`src/rtl/core/spd_pkg.sv`:
```
package spd_pkg;

  // Width of the timestamp arithmetic; the timestamp field itself is 32 bits.
  localparam int unsigned TIME_BITS = 32;
  localparam int unsigned TW = (TIME_BITS < 32) ? TIME_BITS : 32;

  // Configuration register indexes.
  localparam logic REG_BEGIN_TIMEOUT = 1'b0;
  localparam logic REG_END_TIMEOUT   = 1'b1;

  // Output queue depth and pointer widths.
  localparam int unsigned QDEPTH = 4;
  localparam int unsigned QPTR_W = $clog2(QDEPTH);
  localparam int unsigned QCNT_W = $clog2(QDEPTH + 1);

  typedef enum logic [1:0] {
    EV_BEGIN  = 2'd0,
    EV_UPDATE = 2'd1,
    EV_END    = 2'd2
  } ev_kind_e;

  typedef struct packed {
    ev_kind_e   kind;
    logic [3:0] rec;
    logic [3:0] tab;
    logic       last;
  } event_t;

  // Results of one item: how many events and the events themselves.
  typedef struct packed {
    logic [1:0] count;
    event_t     ev0;
    event_t     ev1;
  } step_out_t;

endpackage

```
`src/rtl/core/spd_step.sv`:
```
module spd_step
  import spd_pkg::*;
(
  input  logic        clk_i,
  input  logic        rst_ni,
  input  logic        cfg_we_i,
  input  logic        cfg_index_i,
  input  logic [31:0] cfg_data_i,
  input  logic        accept_i,
  input  logic        req_type_i,
  input  logic [31:0] timestamp_ms_i,
  input  logic        scene_present_i,
  input  logic        record_valid_i,
  input  logic [3:0]  record_kind_i,
  input  logic        tab_valid_i,
  input  logic [3:0]  tab_index_i,
  output step_out_t   step_o
);

  logic [31:0]   begin_timeout_q, end_timeout_q;
  logic          active_q, active_d;
  logic          bw_valid_q, bw_valid_d;
  logic [TW-1:0] bw_since_q, bw_since_d;
  logic [3:0]    bw_kind_q, bw_kind_d;
  logic          ew_valid_q, ew_valid_d;
  logic [TW-1:0] ew_since_q, ew_since_d;

  logic [TW-1:0] now;
  logic [TW-1:0] bw_elapsed, ew_elapsed;
  logic          present;

  assign now     = timestamp_ms_i[TW-1:0];
  assign present = scene_present_i & record_valid_i & tab_valid_i;

  // Elapsed times saturate at zero when the timestamp went backwards.
  assign bw_elapsed = (now >= bw_since_q) ? now - bw_since_q : '0;
  assign ew_elapsed = (now >= ew_since_q) ? now - ew_since_q : '0;

  // Configuration registers.
  always_ff @(posedge clk_i or negedge rst_ni) begin
    if (!rst_ni) begin
      begin_timeout_q <= '0;
      end_timeout_q   <= '0;
    end else if (cfg_we_i) begin
      if (cfg_index_i == REG_BEGIN_TIMEOUT) begin
        begin_timeout_q <= cfg_data_i;
      end
      if (cfg_index_i == REG_END_TIMEOUT) begin
        end_timeout_q <= cfg_data_i;
      end
    end
  end

  // Debounce step for one item: next state and up to two events.
  always_comb begin
    logic   go;
    logic   end_now;
    event_t ev;
    active_d   = active_q;
    bw_valid_d = bw_valid_q;
    bw_since_d = bw_since_q;
    bw_kind_d  = bw_kind_q;
    ew_valid_d = ew_valid_q;
    ew_since_d = ew_since_q;
    step_o     = '0;
    go         = 1'b0;
    end_now    = 1'b0;
    ev         = '0;

    if (req_type_i) begin
      // Idle event: close any scene and drop the begin wait.
      end_now    = active_q;
      bw_valid_d = 1'b0;
      bw_since_d = '0;
      bw_kind_d  = '0;
    end else if (present) begin
      ew_valid_d = 1'b0;
      ew_since_d = '0;
      if (!active_q) begin
        if (begin_timeout_q == '0) begin
          go = 1'b1;
        end else if (!bw_valid_q || bw_kind_q != record_kind_i) begin
          bw_valid_d = 1'b1;
          bw_since_d = now;
          bw_kind_d  = record_kind_i;
        end else if (32'(bw_elapsed) >= begin_timeout_q) begin
          go = 1'b1;
        end
        if (go) begin
          active_d   = 1'b1;
          bw_valid_d = 1'b0;
          bw_since_d = '0;
          bw_kind_d  = '0;
        end
      end
      // Begin then update, or update alone.
      if (go) begin
        ev.kind      = EV_BEGIN;
        ev.rec       = record_kind_i;
        step_o.ev0   = ev;
        ev.kind      = EV_UPDATE;
        ev.tab       = tab_index_i;
        ev.last      = 1'b1;
        step_o.ev1   = ev;
        step_o.count = 2'd2;
      end else if (active_q) begin
        ev.kind      = EV_UPDATE;
        ev.rec       = record_kind_i;
        ev.tab       = tab_index_i;
        ev.last      = 1'b1;
        step_o.ev0   = ev;
        step_o.count = 2'd1;
      end
    end else begin
      // Absent frame: drop the begin wait and run the end timer.
      bw_valid_d = 1'b0;
      bw_since_d = '0;
      bw_kind_d  = '0;
      if (active_q) begin
        if (end_timeout_q == '0) begin
          end_now = 1'b1;
        end else if (!ew_valid_q) begin
          ew_valid_d = 1'b1;
          ew_since_d = now;
        end else if (32'(ew_elapsed) >= end_timeout_q) begin
          end_now = 1'b1;
        end
      end
    end

    if (end_now) begin
      active_d     = 1'b0;
      ew_valid_d   = 1'b0;
      ew_since_d   = '0;
      ev           = '0;
      ev.kind      = EV_END;
      ev.last      = 1'b1;
      step_o.ev0   = ev;
      step_o.count = 2'd1;
    end
  end

  // Scene state advances only on an accepted item.
  always_ff @(posedge clk_i or negedge rst_ni) begin
    if (!rst_ni) begin
      active_q   <= 1'b0;
      bw_valid_q <= 1'b0;
      bw_since_q <= '0;
      bw_kind_q  <= '0;
      ew_valid_q <= 1'b0;
      ew_since_q <= '0;
    end else if (accept_i) begin
      active_q   <= active_d;
      bw_valid_q <= bw_valid_d;
      bw_since_q <= bw_since_d;
      bw_kind_q  <= bw_kind_d;
      ew_valid_q <= ew_valid_d;
      ew_since_q <= ew_since_d;
    end
  end

endmodule

```
`src/rtl/core/spd_out_queue.sv`:
```
module spd_out_queue
  import spd_pkg::*;
(
  input  logic      clk_i,
  input  logic      rst_ni,
  input  logic      push_i,
  input  step_out_t step_i,
  output logic      space_o,
  output logic      out_valid_o,
  input  logic      out_ready_i,
  output event_t    out_o
);

  event_t            entry_q [QDEPTH];
  logic [QPTR_W-1:0] wr_q, rd_q;
  logic [QCNT_W-1:0] cnt_q;
  logic [1:0]        push_n;
  logic              pop;

  assign push_n      = push_i ? step_i.count : 2'd0;
  assign out_valid_o = (cnt_q != '0);
  assign pop         = out_valid_o & out_ready_i;
  assign out_o       = entry_q[rd_q];
  // Room for the largest burst one item can cause.
  assign space_o     = (cnt_q <= QCNT_W'(QDEPTH - 2));

  // Event storage; an item writes one or two consecutive entries.
  always_ff @(posedge clk_i) begin
    if (push_n != 2'd0) begin
      entry_q[wr_q] <= step_i.ev0;
    end
    if (push_n == 2'd2) begin
      entry_q[wr_q + QPTR_W'(1)] <= step_i.ev1;
    end
  end

  // Pointers and fill count.
  always_ff @(posedge clk_i or negedge rst_ni) begin
    if (!rst_ni) begin
      wr_q  <= '0;
      rd_q  <= '0;
      cnt_q <= '0;
    end else begin
      wr_q  <= wr_q + QPTR_W'(push_n);
      if (pop) begin
        rd_q <= rd_q + QPTR_W'(1);
      end
      cnt_q <= cnt_q + QCNT_W'(push_n) - QCNT_W'(pop);
    end
  end

endmodule

```
`src/rtl/core/scene_presence_debouncer_top.sv`:
```
// Scene presence debouncer. Each input item is a timestamped frame verdict or
// an idle event; it yields zero, one or two result items (scene begin, update,
// end), the final one of an item flagged by last_o. An item is taken every
// cycle while the four-entry output queue has room for two results, so the
// block runs at one item per cycle as long as results are drained at least as
// fast as they are produced; the queue drain of one result per cycle sets the
// limit when items produce two results. Timeouts must be written over the cfg
// port only while idle (not enforced); a zero timeout acts on the same frame.
module scene_presence_debouncer_top
  import spd_pkg::*;
(
  input  logic        clk_i,
  input  logic        rst_ni,
  input  logic        cfg_we_i,
  input  logic        cfg_index_i,
  input  logic [31:0] cfg_data_i,
  input  logic        in_valid_i,
  output logic        in_ready_o,
  input  logic        req_type_i,
  input  logic [31:0] timestamp_ms_i,
  input  logic        scene_present_i,
  input  logic        record_valid_i,
  input  logic [3:0]  record_kind_i,
  input  logic        tab_valid_i,
  input  logic [3:0]  tab_index_i,
  output logic        out_valid_o,
  input  logic        out_ready_i,
  output logic [1:0]  event_kind_o,
  output logic [3:0]  event_record_o,
  output logic [3:0]  event_tab_o,
  output logic        last_o
);

  step_out_t step;
  event_t    head;
  logic      accept;

  assign accept = in_valid_i & in_ready_o;

  // Scene state and per-item decision.
  spd_step u_step (
    .clk_i,
    .rst_ni,
    .cfg_we_i,
    .cfg_index_i,
    .cfg_data_i,
    .accept_i (accept),
    .req_type_i,
    .timestamp_ms_i,
    .scene_present_i,
    .record_valid_i,
    .record_kind_i,
    .tab_valid_i,
    .tab_index_i,
    .step_o   (step)
  );

  // Result queue between the decision and the output channel.
  spd_out_queue u_queue (
    .clk_i,
    .rst_ni,
    .push_i      (accept),
    .step_i      (step),
    .space_o     (in_ready_o),
    .out_valid_o,
    .out_ready_i,
    .out_o       (head)
  );

  assign event_kind_o   = head.kind;
  assign event_record_o = head.rec;
  assign event_tab_o    = head.tab;
  assign last_o         = head.last;

endmodule
```
`config.mk`:
```
export PLATFORM = sky130hd
export DESIGN_NAME = scene_presence_debouncer_top
export DESIGN_NICKNAME = d
export VERILOG_FILES = /design/src/rtl/core/spd_pkg.sv /design/src/rtl/core/spd_step.sv /design/src/rtl/core/spd_out_queue.sv /design/src/rtl/core/scene_presence_debouncer_top.sv
export SDC_FILE = /design/constraint.sdc
export NUM_CORES = 1
export LEC_CHECK = 0
export BUFFER_PORTS_ARGS = -buffer_cell sky130_fd_sc_hd__buf_4
export CAP_MARGIN = 20
export CORE_MARGIN = 3
export CORE_UTILIZATION = 38
export CTS_CLUSTER_DIAMETER = 200
export DETAILED_ROUTE_END_ITERATION = 6
export SYNTH_ARGS = -nofsm -noshare
export SYNTH_HDL_FRONTEND = slang
export SYNTH_SLANG_ARGS = --single-unit
```
`constraint.sdc`:
```
create_clock -name clk_i -period 8.9 [get_ports clk_i]
set_clock_uncertainty 0.1 [all_clocks]
set_input_delay 1.335 -clock clk_i [delete_from_list [all_inputs] [get_ports clk_i]]
set_output_delay 1.335 -clock clk_i [all_outputs]
set_load 0.01 [all_outputs]
```
==> results of run 1 <==
worst paths after layout:
kind,endpoint,cells after the start,slack (ns)
max in group asynchronous,u_step.ew_since_q[16],2,6.58
max reg2reg,u_queue.cnt_q[2],23,2.65
min in group asynchronous,u_step.end_timeout_q[0],1,0.81
min,u_queue.entry_q[0][10],1,0.38
min reg2reg,u_queue.entry_q[0][10],1,0.38
max,u_queue.cnt_q[2],25,1.92
cell usage after synthesis (all sizes together) (18+ instances only):
library cell | instances | area share [%]
xnor2 | 32 | 2.2
a22o | 68 | 4.6
clkbuf | 18 | 0.53
nand4 | 26 | 1.3
a21oi | 76 | 3.0
nor2 | 96 | 2.8
o21ai | 84 | 3.4
inv | 156 | 4.6
edfxtp | 40 | 9.3
mux2 | 33 | 2.9
nand2 | 74 | 2.2
buf | 21 | 0.83
nor2b | 30 | 1.5
a21o | 43 | 2.5
ha | 132 | 13
nor4 | 21 | 1.1
xor2 | 33 | 2.2
and2 | 18 | 0.88
dfrtp | 142 | 28
registers in the layout, indices dropped and copies added, names as in the netlist:
register / count
u_step.ew_since_q: 32
u_queue.wr_q: 2
u_queue.rd_q: 2
u_queue.cnt_q: 3
u_step.bw_valid_q: 1
u_step.ew_valid_q: 1
u_step.end_timeout_q: 32
u_step.bw_since_q: 32
u_step.active_q: 1
u_queue.entry_q: 44
u_step.bw_kind_q: 4
u_step.begin_timeout_q: 32
kinds of logic (layout without fill, tap and decap cells):
group                    after synthesis  count (layout)  synth area share (%)
buffers and inverters                195             295                 5.909
AND/OR/NAND/NOR                      350             350                 13.95
AO/OA/AOI/OAI                        363             363                 19.88
flip-flops                           186             186                 37.62
XOR/XNOR                              65              65                 4.430
multiplexers                          45              45                 4.897
adder cells (fa/ha/maj)              135             135                 13.32
per-layer routing:
layer  GRT usage, %  wire length (um)  vias to the layer above
li1               -                 -                     4987
met1          30.36             18080                     4903
met2          29.27             15130                      199
met3          2.967              1473                       27
met4          5.402               628                        0
met5              0                 0                        -
placed cells by master (no fill, tap or decap), types with 4 or more instances in the layout:
master / count
inv_1: 155
dfrtp_1: 142
ha_1: 132
buf_4: 105
nor2_1: 95
o21ai_0: 80
nand2_1: 74
a21oi_1: 73
a22o_1: 68
a21o_1: 43
edfxtp_1: 40
xor2_1: 33
mux2_2: 33
xnor2_1: 32
nor2b_1: 29
nand4_1: 26
nor4_1: 19
and2_1: 18
clkbuf_16: 17
nor3_1: 16
and3_1: 15
nand2b_1: 15
a31oi_1: 11
mux4_2: 11
o21a_1: 10
nand3_1: 10
o21bai_1: 8
o211ai_1: 6
or2_2: 6
a211oi_1: 6
and3b_1: 6
or3_1: 5
and4_1: 5
a31o_2: 5
a221oi_1: 4
o21ai_2: 4
clkinv_8: 4
inv_6: 4
dfxtp_1: 4
worst max-delay path: stages:
cell,delay [ns]
buf_4,0.12
inv_1,0.07
ha_1,0.17
inv_1,0.06
fa_1,0.41
a21oi_1,0.25
o211ai_1,0.19
nand4_1,0.18
a31oi_1,0.11
nor2_2,0.26
o2111ai_1,0.16
a31oi_2,0.59
buf_8,0.23
nor2_1,0.06
ha_1,0.29
a2111oi_1,0.62
nand3_1,0.15
a31o_2,0.28
a221o_1,0.39
and3_1,0.34
inv_2,0.16
ha_1,0.14
inv_1,0.05
fa_1,0.44
xnor2_1,0.14
area by class of cell:
cell class | count | area share (%)
Inverter | 156 | 3.989
Clock inverter | 13 | 1.031
Multi-Input combinational cell | 958 | 49.64
Clock buffer | 19 | 3.086
Sequential cell | 186 | 32.94
Timing Repair Buffer | 107 | 5.549
Tap cell | 442 | 3.767
per-stage QoR:
stage | instance area, um^2 | cells
floorplan | 12850 | 1339
CTS | 14670 | 1880
detailed placement | 14070 | 1848
global placement | 14050 | 1847
finish | 14680 | 1881
global route | 14680 | 1881
power breakdown:
group,switching (W),internal [W]
registers,0.0000914,0.000943
logic,0.000486,0.000380
clock network,0.000384,0.000392
total,0.000961,0.00172
==> qor.csv, run 1 <==
stage,metric,value,unit
status,status,"finished, final reports clean",
place,place_ws,1.429,ns
cts,max-clock-path-buffers,2,
finish,diodes,0,
critical_path,crit_type,in2reg,
finish,nFillCells,3186,
finish,multi_input_area,7287,um^2
critical_path,crit_start,timestamp_ms_i[0],
yosys,syn-cell-area,12850,um^2
floorplanning,fp-row-count,66,
yosys,synthFlopType,dfrtp_1,
timing,final_hold_viol_count,0,
critical_path,critPathMaxFanout,16,
routing,drt-total-wl,35310,um
timing,rsz0062_at_grt,no,
cts,cts_tree,built,
routing,vias,10120,
finish,synthToLayoutAreaGrowth,14.21,%
floorplanning,initial_core_util,39.01,%
cts,numCtsBuffers,17,
global_routing,grt_usage,19.89,%
global_routing,overflow,0,
yosys,ys_seq_area_share,37.62,%
cts,cts_sinks,186,
timing,fmax,143.2,MHz
floorplanning,die_w,189.9,um
critical_path,cp.required,9.14,ns
global_routing,grt_first_pass_wirelength,56240,um
timing,slew_headroom,34.65,%
routing,vias_per_cell,5.378,
floorplanning,num_io_pins,95,
yosys,yosysWarnings,0,
critical_path,worstSetupStartpointType,primary input,
cts,clk_pin_slew,0.08,ns
timing,setup_tns,0,ns
timing,worst_pin_slew,0.9803,ns
critical_path,arrival,7.22,ns
power_and_ir_drop,max-vdd-ir-drop,0.0001949,V
finish,utilization,44.55,%
place,port-buffer-count,94,
timing,period_minus_slack,6.981,ns
power_and_ir_drop,finalPower,0.002677,W
power_and_ir_drop,p_per_area,182.4,nW/um^2
yosys,yosysUniqueCellTypes,78,
place,dp_hpwl,27040,um
global_routing,grt_pass1_vias,9885,
cts,hold_buffers,0,
floorplanning,die_area,36060,um^2
cts,cts_max_level,4,
floorplanning,die_y,189.9,um
cts,insertion_delay,0.46,ns
yosys,syn-num-nets,1556,
yosys,syn_inst,1339,
yosys,ys_ff_latch,186,
cts,cts_root_buf,clkbuf_16,
critical_path,regToRegStartpoint,u_step.bw_since_q[0],
cts,cts_resized,0,
timing,maxSlewViolCount,0,
timing,finalCritPeriodShare,78.44,%
timing,final-setup-viol-count,0,
timing,whs,0.3798,ns
routing,drcViolationCount,0,
floorplanning,coreArea,32950,um^2
routing,drt_iter0_drc,731,
finish,layout.nets,1643,
min_path,hold_path_class,reg2reg,
yosys,synthArstFlopShare,76.34,%
critical_path,end_kind,register,
cts,postCtsSetupBuffers,0,
global_routing,grt_max_degree,84,
routing,wl_per_cell,18.77,um
timing,worst_slack,1.919,ns
finish,ff_latch_area,4835,um^2
yosys,avgSynthCellArea,9.598,um^2
min_path,holdCritStartpoint,u_queue.entry_q[0][10],
power_and_ir_drop,p_leak,6.507,nW
global_routing,antenna_found_initial,0,
yosys,synth_enable_flop_cells,40,
routing,ant_nets,0,
run,maxCapViolations,0,
place,place_congestion,0.8932,
finish,drive_gt1_share,15.15,%
routing,first_pass_iters,7,
Note: power is estimated with default switching activity, not from simulation.
==> inputs of run 2 (changes only) <==
Settings changed: ABC_AREA set to 1.
Clock period 8.9 ns to 6.97 ns, I/O delays scaled along.
==> run 2 against run 1 <==
Via count grew 22%. Highest routed layer unchanged. First-iteration DRC count grew 21%. Routed wire length grew 13%. Synthesized area grew 7.4%. Cell count grew 30%. Sequential power grew 36%. Clock-buffer cell count grew 1. Design area grew 5.5%.
==> qor.csv, run 2 <==
stage,metric,value,unit,change
status,status,"finished, final reports clean",,unchanged
power_and_ir_drop,switchingPower,0.002155,W,was 0.0009612 W
floorplanning,num_io_pins,95,,unchanged
finish,synthToLayoutAreaGrowth,12.22,%,was 14.21%
floorplanning,die_y,196.6,um,was 189.9 um
yosys,syn_inst,1892,,was 1339
global_routing,overflow,0,,unchanged
timing,worst_pin_slew,1.050,ns,was 0.9803 ns
cts,cts_resized,0,,unchanged
yosys,synth_enable_flop_cells,40,,unchanged
critical_path,cpMostUsedCell,nand2_1,,
min_path,hold_path_class,reg2reg,,unchanged
cts,insertion_delay,0.46,ns,about the same
place,dp_cells,2414,,was 1848
power_and_ir_drop,max-vdd-ir-drop,0.0002195,V,was 0.0001949 V
critical_path,r2r_slack,1.50,ns,was 2.65 ns
routing,ant_nets,0,,unchanged
critical_path,regToRegStartpoint,u_step.ew_since_q[0],,was u_step.bw_since_q[0]
cts,cts_max_level,4,,unchanged
routing,drcViolationCount,0,,unchanged
critical_path,crit_type,in2reg,,unchanged
timing,final_hold_viol_count,0,,unchanged
yosys,ys_ff_latch,186,,unchanged
place,place_congestion,0.9484,,was 0.8932
floorplanning,coreArea,35660,um^2,was 32950 um^2
floorplanning,die_area,38650,um^2,was 36060 um^2
cts,cts_tree,built,,unchanged
power_and_ir_drop,intPower,0.002715,W,was 0.001716 W
timing,finalCritPeriodShare,84.46,%,
global_routing,grt_first_pass_wirelength,64250,um,was 56240 um
routing,first_pass_iters,5,,was 7
yosys,yosysUniqueCellTypes,53,,was 78
yosys,syn-cell-area,13810,um^2,was 12850 um^2
critical_path,cpMaxStageDelayCell,fa_1,,was a2111oi_1
critical_path,worstSetupStartpointType,primary input,,unchanged
critical_path,worstPathBufferInverterCount,4,,was 6
critical_path,r2r_end,u_queue.entry_q[3][7],,was u_queue.cnt_q[2]
routing,drt_iter0_drc,881,,was 731
global_routing,grt_usage,20.93,%,was 19.89%
global_routing,antenna_found_initial,0,,unchanged
timing,slew_headroom,29.35,%,was 34.65%
cts,clk_pin_slew,0.08,ns,about the same
cts,hold_buffers,0,,unchanged
critical_path,cpLargestDelayFamily,simple AND/OR/NAND/NOR gates,,was compound AO/OA/AOI/OAI gates
critical_path,arrival,5.90,ns,was 7.22 ns
global_routing,grt_max_degree,79,,was 84
finish,final_cell_mix,"nand2_1, inv_1, o21ai_0, nor2_1, dfrtp_1",,"was inv_1, dfrtp_1, ha_1, buf_4, nor2_1"
finish,diodes,0,,unchanged
timing,maxSlewViolCount,0,,unchanged
yosys,yosys.area.top_type,dfrtp_1,,unchanged
yosys,syn-num-nets,2109,,was 1556
yosys,synth_top_area_share,25.74,%,was 27.65%
run,maxCapViolations,0,,unchanged
yosys,ys_seq_area_share,35.02,%,was 37.62%
floorplanning,initial_core_util,38.72,%,was 39.01%
timing,rsz0062_at_grt,no,,unchanged
min_path,holdPathEnd,u_step.bw_valid_q,,was u_queue.entry_q[0][10]
yosys,yosys-top-cells-area,"dfrtp_1, ha_1, nand2_1, inv_1, edfxtp_1",,"was dfrtp_1, ha_1, edfxtp_1, a22o_1, inv_1"
yosys,synthArstFlopShare,76.34,%,unchanged
global_routing,grt_pass1_vias,12150,,was 9885
power_and_ir_drop,p_leak,7.832,nW,was 6.507 nW
power_and_ir_drop,p_per_area,314.4,nW/um^2,was 182.4 nW/um^2
critical_path,crit_start,timestamp_ms_i[0],,unchanged
timing,final-setup-viol-count,0,,unchanged
critical_path,critPathMaxStageDelay,0.41,ns,was 0.62 ns
power_and_ir_drop,seq_power_share,28.8,%,was 38.6%
power_and_ir_drop,p_comb_share,51.6,%,was 32.4%
power_and_ir_drop,pwr-share-clk,19.6,%,was 29.0%
min_path,min_path_cells,2,,was 1
routing,vias_per_cell,5.043,,was 5.378
finish,layout.nets,2189,,was 1643
floorplanning,fp-row-count,69,,was 66
cts,numCtsBuffers,17,,unchanged
finish,final_common_cell,nand2_1,,was inv_1
place,port-buffer-count,94,,unchanged
yosys,synthTopCellsByCount,"nand2_1, inv_1, o21ai_0",,"was inv_1, dfrtp_1, ha_1"
timing,fmax,169.9,MHz,
cts,cts_sinks,186,,unchanged
floorplanning,die_w,196.6,um,was 189.9 um
power_and_ir_drop,sw_frac_of_total,44.25,%,was 35.91%
yosys,synthFlopType,dfrtp_1,,unchanged
finish,finalNonFillerCells,2446,,was 1881
finish,largest_register_ffs,44,,unchanged
cts,cts_root_buf,clkbuf_16,,unchanged
critical_path,end_kind,register,,unchanged
timing,setup_tns,0,ns,unchanged
routing,drt-total-wl,39890,um,was 35310 um
finish,multi_input_area,7495,um^2,was 7287 um^2
critical_path,cp.required,6.98,ns,was 9.14 ns
finish,nFillCells,3720,,was 3186
finish,drive_gt1_share,9.270,%,was 15.15%
cts,postCtsSetupBuffers,0,,unchanged
routing,wl_per_cell,16.31,um,was 18.77 um
finish,ff_latch_area,4835,um^2,unchanged
yosys,avgSynthCellArea,7.297,um^2,was 9.598 um^2
finish,regMostFlops,u_queue.entry_q,,unchanged
place,dp_hpwl,32040,um,was 27040 um
critical_path,rr_worst_depth,28,,was 23
routing,vias,12340,,was 10120
yosys,yosys.cell_count.top_type,nand2_1,,was inv_1
cts,max-clock-path-buffers,2,,unchanged
min_path,holdCritStartpoint,u_step.bw_valid_q,,was u_queue.entry_q[0][10]
timing,period_minus_slack,5.887,ns,
critical_path,critPathMaxFanout,22,,was 16
yosys,yosysWarnings,0,,unchanged
## run 2: cell count changes in the layout (fill, tap and decap cells not counted), moves of 34 or more
cell / change
nand3_1: +48
nor2_1: +75
nand2_1: +347
inv_1: +182
a21oi_1: +34
a22o_1: -68
o21ai_0: +114
## run 2: how the worst max path moves through the flow
stage,endpoint,slack [ns],cells past startpoint
floorplan,u_queue.cnt_q[2],1.87,34
global placement,u_queue.entry_q[3][5],0.79,30
detailed placement,u_queue.entry_q[3][8],0.61,30
CTS,u_queue.entry_q[3][2],1.11,30
global route,u_queue.entry_q[3][5],0.54,30
finish,u_queue.entry_q[3][7],1.08,30
## run 2: stage by stage
step                utilization (%)  hold slack [ns]  power (W)  setup WS (ns)  area (um^2)
detailed placement            41.90           0.3636   0.003901         0.6106        14940
floorplan                         -           0.3385   0.003192          1.868        13810
global route                  43.45           0.3984   0.005312         0.5436        15490
CTS                           43.45           0.3840   0.004882          1.112        15490
global placement              41.90           0.3599   0.003868         0.7882        14940
finish                        43.45           0.3749   0.004870          1.083        15490
## run 2: cells by family after synthesis
kind of cell               Yosys count  share of synthesized area, %
buffers and inverters              380                         10.82
and+or+nand+nor                    738                         22.68
AOI/OAI and AO/OA                  408                         16.22
xor gates and xnor gates            45                         2.855
DFF                                186                         35.02
adders and majority gates          135                         12.40
## run 2: per-layer routing
metal	part of all wire (%)	GRT usage (%)	vias to the layer above
met3	4.8	3.043	48
met4	2.0	5.913	0
met1	47	29.24	5705
met5	0	0	-
met2	46	34.03	293
li1	-	-	6290
## run 2: power by group through the flow
stage | clock network [W] | logic, W | registers [W]
6_report | 0.000956 | 0.00251 | 0.00140
4_1_cts | 0.000980 | 0.00250 | 0.00140
3_3_place_gp | 0 | 0.00245 | 0.00142
3_5_place_dp | 0 | 0.00248 | 0.00142
5_1_grt | 0.00103 | 0.00286 | 0.00142
2_1_floorplan | 0 | 0.00182 | 0.00137
## run 2: final cells by class
type                            count  share of cell area (%)
Clock buffer                       20                   2.819
Clock inverter                     12                  0.7592
Inverter                          342                   8.294
Multi-Input combinational cell   1326                   48.38
Sequential cell                   186                   31.21
Tap cell                          461                   3.723
Timing Repair Buffer               99                   4.821
## run 2: worst min-delay path, delay by kind of cell, from the launching register on
kind,cells,cell delay (ns)
flip-flops,1,0.35
AND/OR/NAND/NOR,2,0.10
